$ cat src/rtl/core/kwm_pkg.sv
package kwm_pkg;

	// Sizing
	localparam int LISTS  = 8;
	localparam int DEPTH  = 64;
	localparam int WORDS  = LISTS * DEPTH;
	localparam int IDX_W  = $clog2(LISTS);
	localparam int CNT_W  = $clog2(DEPTH + 1);
	localparam int ADDR_W = $clog2(WORDS);
	localparam int DATA_W = 32;

	// Request modes
	localparam logic [1:0] MODE_APPEND = 2'd0;
	localparam logic [1:0] MODE_TAKE   = 2'd1;
	localparam logic [1:0] MODE_CLEAR  = 2'd2;

	// Result status codes
	localparam logic [1:0] ST_OK    = 2'd0;
	localparam logic [1:0] ST_FULL  = 2'd1;
	localparam logic [1:0] ST_EMPTY = 2'd2;

	// Sequencer states
	typedef enum logic [2:0] {
		S_IDLE,
		S_SCAN,
		S_DRAIN,
		S_RESOLVE,
		S_PUSH
	} state_t;

	// Control into the shared minimum unit
	typedef struct packed {
		logic             start;
		logic             valid;
		logic [IDX_W-1:0] idx;
	} min_ctl_t;

endpackage

$ cat src/rtl/core/kwm_min.sv
module kwm_min (
	input  logic                        clk,
	input  logic                        arst_n,
	input  kwm_pkg::min_ctl_t           ctl,
	input  logic signed [31:0]          data,
	output logic                        found_q,
	output logic [kwm_pkg::IDX_W-1:0]   best_idx_q,
	output logic signed [31:0]          best_val_q
);

	import kwm_pkg::*;

	logic take;

	// Strict less-than keeps the earlier (lower) list on equal heads
	assign take = ctl.valid && (!found_q || (data < best_val_q));

	always_ff @(posedge clk or negedge arst_n) begin
		if (!arst_n) begin
			found_q <= 1'b0;
		end else if (ctl.start) begin
			found_q <= 1'b0;
		end else if (take) begin
			found_q <= 1'b1;
		end
	end

	// Running minimum, no reset needed
	always_ff @(posedge clk) begin
		if (!ctl.start && take) begin
			best_val_q <= data;
			best_idx_q <= ctl.idx;
		end
	end

	a_start_clears: assert property (@(posedge clk) disable iff (!arst_n)
		ctl.start |=> !found_q)
		else $error("minimum unit not cleared by start");

endmodule

$ cat config.mk
export PLATFORM = sky130hd
export DESIGN_NAME = kwm_min
export DESIGN_NICKNAME = d
export VERILOG_FILES = /design/src/rtl/core/kwm_pkg.sv /design/src/rtl/core/kwm_min.sv
export SDC_FILE = /design/constraint.sdc
export NUM_CORES = 1
export LEC_CHECK = 0
export BUFFER_PORTS_ARGS = -buffer_cell sky130_fd_sc_hd__buf_2
export CAP_MARGIN = 20
export CORE_MARGIN = 8
export CORE_UTILIZATION = 48
export DETAILED_ROUTE_END_ITERATION = 10
export PLACE_DENSITY = 0.79
export SLEW_MARGIN = 20
export SYNTH_ARGS = -nofsm -noshare
export SYNTH_HDL_FRONTEND = slang
export SYNTH_SLANG_ARGS = --single-unit
$ cat constraint.sdc
create_clock -name clk -period 4.7 [get_ports clk]
set_input_delay 0.94 -clock clk [delete_from_list [all_inputs] [get_ports clk]]
set_output_delay 0.94 -clock clk [all_outputs]
set_load 0.01 [all_outputs]
==> flow_metrics.tcl, run 1 <==
set metrics [dict create \
    crit_arrival_ns 2.79 \
    cts_hold_buf 0 \
    drtIter0Drc 51 \
    clk_pin_slew_ns 0.07 \
    ant_nets 0 \
    drive_above_1_share_pct 36.3 \
    finClkSkew_ns 0.00409 \
    leakagePower_nw 1.19 \
    cp-start-kind "input port" \
    grt_max_degree 20 \
    rsz0062_at_grt "no" \
    ys_seq_area_share_pct 56.4 \
    yosysWarnings 0 \
    area_delta_synth_final_pct 28.1 \
    synth_fp_nets 223 \
    dieWidth_um 79.1 \
    cts_setup_buffers 0 \
    crit_fanout 19 \
    final_net_count 306 \
    nFillCells 347 \
    track_usage_pct 13.0 \
    powerDensity_mw_per_mm2 284 \
    ioPinCount 75 \
    drv_cap 0 \
    drt-vias-per-instance 4.95 \
    antenna_found_initial 0 \
    synth_seq_cells 36 \
    initial_core_util_pct 48.8 \
    top_usage_layer "met2" \
    layout_min_cycle_time_ns 2.82 \
    setup_violations 0 \
    cts_buffers 5 \
    irDropWorstVdd_v 0.000160 \
    clock_latency_ns 0.28 \
    grt_use_met3_pct 6.09 \
    antenna_cells 0 \
    cts_resized 0 \
    max-clock-path-buffers 2 \
    outcome "finished, final reports clean" \
    hold_class "input port to async pin" \
    port_buffers 74 \
    tritoncts "yes" \
    grt_use_met2_pct 21.7 \
    worst_slew_pin_slew_ns 0.417 \
    maxSlewViolCount 0 \
    finalCritPeriodShare_pct 60.0 \
    synthCells 153 \
    crit_type "input port to flip-flop" \
    grt_pass1_wl_um 6510 \
    slew_headroom_pct 71.5 \
    gp_congestion 0.781 \
    layout_common_cells "74 x buf_2, 35 x edfxtp_1, 32 x inv_1, 31 x ha_1, 13 x a21oi_1" \
    wire_per_inst_um 14.4 \
    dpl.hpwl_um 3450 \
    max_freq_mhz 354 \
    core_area_mm2 0.00391 \
    fin_tns_setup_ns 0 \
    syn_avg_cell_area_um2 12.5 \
    drc 0 \
    vias 1422 \
    cts_root_buf "clkbuf_8" \
    fp-row-count 23 \
    final_common_cell "buf_2" \
    die_area_mm2 0.00625 \
    timing_hold_violations_final 0 \
    routed_wl_um 4120 \
    dr.pass1.iters 4 \
    die-height_um 79.1 \
    synth_area_mm2 0.00191 \
    cts_sinks 36 \
    setup.worst_path.end_class "flip-flop" \
    htreeDepth 2 \
    grtUsageMet1_pct 14.6 \
    total_power_mw 0.696 \
    grt_pass1_vias 1510 \
    yosysUniqueCellTypes 24 \
    overflow 0 \
    required_ns 4.67 \
]
==> logic make-up (layout without fill, tap and decap cells) <==
kind of cell,count (synthesis),count (layout),synth area share [%]
compound gates,27,27,8.85
fa+ha+maj,31,31,20.3
buf+inv,32,116,6.29
flops,36,36,56.4
simple gates,27,27,8.19
==> layer usage <==
| metal | vias up | routed length (um) |
|---|---|---|
| li1 | 718 | - |
| met1 | 648 | 1800 |
| met2 | 53 | 1910 |
| met3 | 3 | 394 |
| met4 | 0 | 16 |
| met5 | - | 0 |
==> power breakdown <==
group / internal (mW) / switching (mW) / total [mW]
sequential: 0.371 / 0.00671 / 0.378
clock: 0.103 / 0.104 / 0.207
combinational: 0.0494 / 0.0609 / 0.110
==> path summary, 6_finish.rpt <==
| check | slack [ns] | endpoint | cells after the start | startpoint |
|---|---|---|---|---|
| worst min register to register | 0.57 | found_q | 2 | found_q |
| worst max register to register | 2.26 | best_val_q[28] | 9 | best_val_q[23] |
| worst min-delay path | 0.42 | found_q | 1 | arst_n |
| worst max-delay path | 1.88 | best_val_q[28] | 9 | data[23] |
| min in group clk | 0.57 | found_q | 2 | found_q |
| max in group asynchronous | 4.20 | found_q | 1 | arst_n |
==> Yosys cell counts <==
cell	number	area share [%]
edfxtp_1	35	55
inv_1	32	6.3
ha_1	31	20
a21oi_1	13	3.4
nand2_1	7	1.4
nand4_1	6	2.0
o21ai_0	5	1.3
nor2_1	4	0.79
nand3_1	3	0.79
a21o_1	2	0.79
nand2b_1	2	0.66
a2111oi_0	1	0.46
a2111oi_2	1	0.79
a211o_1	1	0.46
a21oi_2	1	0.46
a221o_1	1	0.52
dfrtp_1	1	1.3
nor2b_4	1	0.72
nor3_1	1	0.26
nor3b_2	1	0.66
nor4_1	1	0.33
nor4_2	1	0.66
o211ai_1	1	0.39
o21ai_1	1	0.26
==> worst max-delay path, cell delays in order <==
cell and delay, ns:
buf_2 0.11, ha_1 0.32, a21oi_1 0.16, o21ai_1 0.09
a221o_1 0.32, a211o_1 0.25, nor2b_4 0.14, nor4_4 0.14
buf_4 0.31
==> area by class of cell <==
type / instances / area, um2 / area share (%)
clock inverter: 1 / 3.75 / 0.153
inverter: 32 / 120 / 4.91
sequential: 36 / 1080 / 44.0
multi-input combinational: 85 / 722 / 29.5
tap: 50 / 62.6 / 2.56
timing repair buffer: 76 / 385 / 15.8
clock buffer: 7 / 76.3 / 3.12
==> state kept, by name (all words and copies together), names as in the netlist <==
signal and count:
found_q 1, best_val_q 32, best_idx_q 3
==> per-stage QoR <==
step	cells	setup WS (ns)	hold WS, ns	area [um2]	utilization (%)
2_1_floorplan	153	0.183	0.555	1910	-
3_3_place_gp	279	1.65	0.544	2370	60.5
3_5_place_dp	279	1.59	0.556	2370	60.5
4_1_cts	287	1.90	0.410	2450	62.5
5_1_grt	287	1.78	0.403	2450	62.5
6_report	287	1.88	0.420	2450	62.5
(Power assumes the default switching activity.)
==> run 2: changes to the inputs <==
--- a/config.mk
+++ b/config.mk
@@ -5,6 +5,7 @@
 export SDC_FILE = /design/constraint.sdc
 export NUM_CORES = 1
 export LEC_CHECK = 0
+export ABC_AREA = 1
 export BUFFER_PORTS_ARGS = -buffer_cell sky130_fd_sc_hd__buf_2
 export CAP_MARGIN = 20
 export CORE_MARGIN = 8
==> constraint.sdc (replaced) <==
create_clock -name clk -period 2.8 [get_ports clk]
set_input_delay 0.56 -clock clk [delete_from_list [all_inputs] [get_ports clk]]
set_output_delay 0.56 -clock clk [all_outputs]
set_load 0.01 [all_outputs]
==> flow_metrics.tcl, run 2 <==
set metrics [dict create \
    maxSlewViolCount 0 \
    dpl.hpwl_um 3390 \
    timing_hold_violations_final 0 \
    dr.pass1.iters 4 \
    outcome "finished, final reports clean" \
    worst_slew_pin_slew_ns 0.228 \
    synth_ff_type "edfxtp_1" \
    synth_common_cells "41 x inv_1, 35 x edfxtp_1, 31 x ha_1" \
    final_net_count 327 \
    synth_area_mm2 0.00193 \
    syn_avg_cell_area_um2 11.1 \
    grt_max_degree 20 \
    netlist_top_cells_area "edfxtp_1 54%, ha_1 20%, inv_1 8.0%" \
    die-height_um 79.4 \
    area_delta_synth_final_pct 28.9 \
    drc 0 \
    fin_tns_setup_ns 0 \
    vias 1418 \
    drt-vias-per-instance 4.60 \
    setup_violations 0 \
    regMostFlops "best_val_q" \
    required_ns 2.76 \
    holdWs_ns 0.0489 \
    core_area_mm2 0.00394 \
    powerDensity_mw_per_mm2 477 \
    max-clock-path-buffers 2 \
    synth_top_area_share_pct 54.5 \
    crit_type "flip-flop to flip-flop" \
    track_usage_pct 13.2 \
    yosysWarnings 0 \
    final_common_cell "buf_2" \
    largestRegisters "best_val_q: 32 flops, best_idx_q: 3 flops, found_q: 1 flops" \
    dieWidth_um 79.4 \
    multi_input_area_um2 707 \
    hold_class "input port to async pin" \
    ys_seq_area_share_pct 55.8 \
    finClkSkew_ns 0.00407 \
    port_buffers 74 \
    clock_latency_ns 0.27 \
    cts_hold_buf 0 \
    synth_top_area_cell "edfxtp_1" \
    ant_nets 0 \
    initial_core_util_pct 48.9 \
    irDropWorstVdd_v 0.000329 \
    synthCells 174 \
    overflow 0 \
    layout_min_cycle_time_ns 2.30 \
    regArea_mm2 0.00108 \
    nFillCells 343 \
    drtIter0Drc 37 \
    synth_fp_nets 244 \
    die_area_mm2 0.00630 \
    synth_edf_count 35 \
    async_reset_ff_share_pct 2.78 \
    layout_common_cells "74 x buf_2, 41 x inv_1, 35 x edfxtp_1, 31 x ha_1, 27 x nand2_1" \
    grt_pass1_wl_um 6690 \
    clk_pin_slew_ns 0.07 \
    routed_wl_um 3980 \
    cts_buffers 5 \
    htreeDepth 2 \
    cp-start-kind "flip-flop" \
    cts_root_buf "clkbuf_8" \
    slew_headroom_pct 84.7 \
    setup.worst_path.end_class "flip-flop" \
    fp-row-count 23 \
    yosysUniqueCellTypes 17 \
    drv_cap 0 \
    leakagePower_nw 1.28 \
    yosysMostFrequentCell "inv_1" \
    crit_fanout 16 \
    synth_seq_cells 36 \
    tritoncts "yes" \
    cts_sinks 36 \
    wire_per_inst_um 12.9 \
    total_power_mw 1.19 \
    grt_pass1_vias 1518 \
    drive_above_1_share_pct 33.7 \
    ioPinCount 75 \
    max_freq_mhz 434 \
    antenna_found_initial 0 \
    rsz0062_at_grt "no" \
    cts_resized 0 \
    largest_register_ffs 32 \
    cts_setup_buffers 0 \
    antenna_cells 0 \
    crit_arrival_ns 2.27 \
    finalCritPeriodShare_pct 82.2 \
    gp_congestion 0.727 \
]
## run 2: cell types whose count changed after synthesis, moves of 2 or more
cell / previous run / this run
inv_1: 32 / 41
nand2_1: 7 / 27
nand2b_1: 2 / 0
a21o_1: 2 / 0
nor2_1: 4 / 7
nand4_1: 6 / 1
a21oi_1: 13 / 17
## run 2: stage by stage
step	cell area [um2]	worst slack (ns)	utilization, %	std cells
6_report	2490	0.497	63.1	308
5_1_grt	2490	0.294	63.1	308
4_1_cts	2490	0.466	63.1	308
3_5_place_dp	2400	0.238	60.8	300
3_3_place_gp	2400	0.348	60.8	300
2_1_floorplan	1940	0.288	-	174
## run 2: cell families (layout without fill, tap and decap cells)
logic type      after synthesis  count (layout)  share of synthesized area, %
compound gates               23              23                          6.23
fa+ha+maj                    31              31                          20.1
buf+inv                      41             125                          7.98
flops                        36              36                          55.8
simple gates                 43              43                          9.92
## run 2: layout make-up
class                   count  share of cell area (%)
repair buffers             76                    16.0
flip-flops and latches     36                    43.3
multi-input cells          97                    28.4
clock buffers               8                    3.62
well taps                  50                    2.52
inverters                  41                    6.19
## run 2: layer usage
metal  up-vias  part of all wire, %  track usage (%)
met3         2                  6.0             4.84
li1        750                    -                -
met2        39                   48             21.1
met1       627                   45             16.2
met5         -                    0                0
met4         0                 0.96             3.89
## run 2: power by group
| group | internal (mW) | leakage [nW] | switching [mW] |
|---|---|---|---|
| logic | 0.0809 | 0.895 | 0.103 |
| clock network | 0.201 | 0.0455 | 0.167 |
| registers | 0.622 | 0.338 | 0.0109 |
| total | 0.904 | 1.28 | 0.282 |
## run 2: critical path: stages, from the launching register on
cell	delay (ns)
edfxtp_1	0.37
inv_1	0.05
ha_1	0.33
nand2_1	0.10
nor2_2	0.14
nand4_2	0.11
nor4_2	0.18
nand2_1	0.11
a21oi_1	0.13
nor2_1	0.09
nor2_4	0.11
buf_4	0.26
## run 2: path summary, 6_finish.rpt
check / slack, ns / start / to / cells after the start
setup reg to reg: 0.50 / best_val_q[31] / best_val_q[15] / 11
min in group clk: 0.44 / ctl[4] / found_q / 2
hold reg to reg: 0.56 / found_q / found_q / 2
setup / recovery: 0.50 / best_val_q[31] / best_val_q[15] / 11
max in group asynchronous: 2.67 / arst_n / found_q / 1
hold / removal: 0.05 / arst_n / found_q / 1
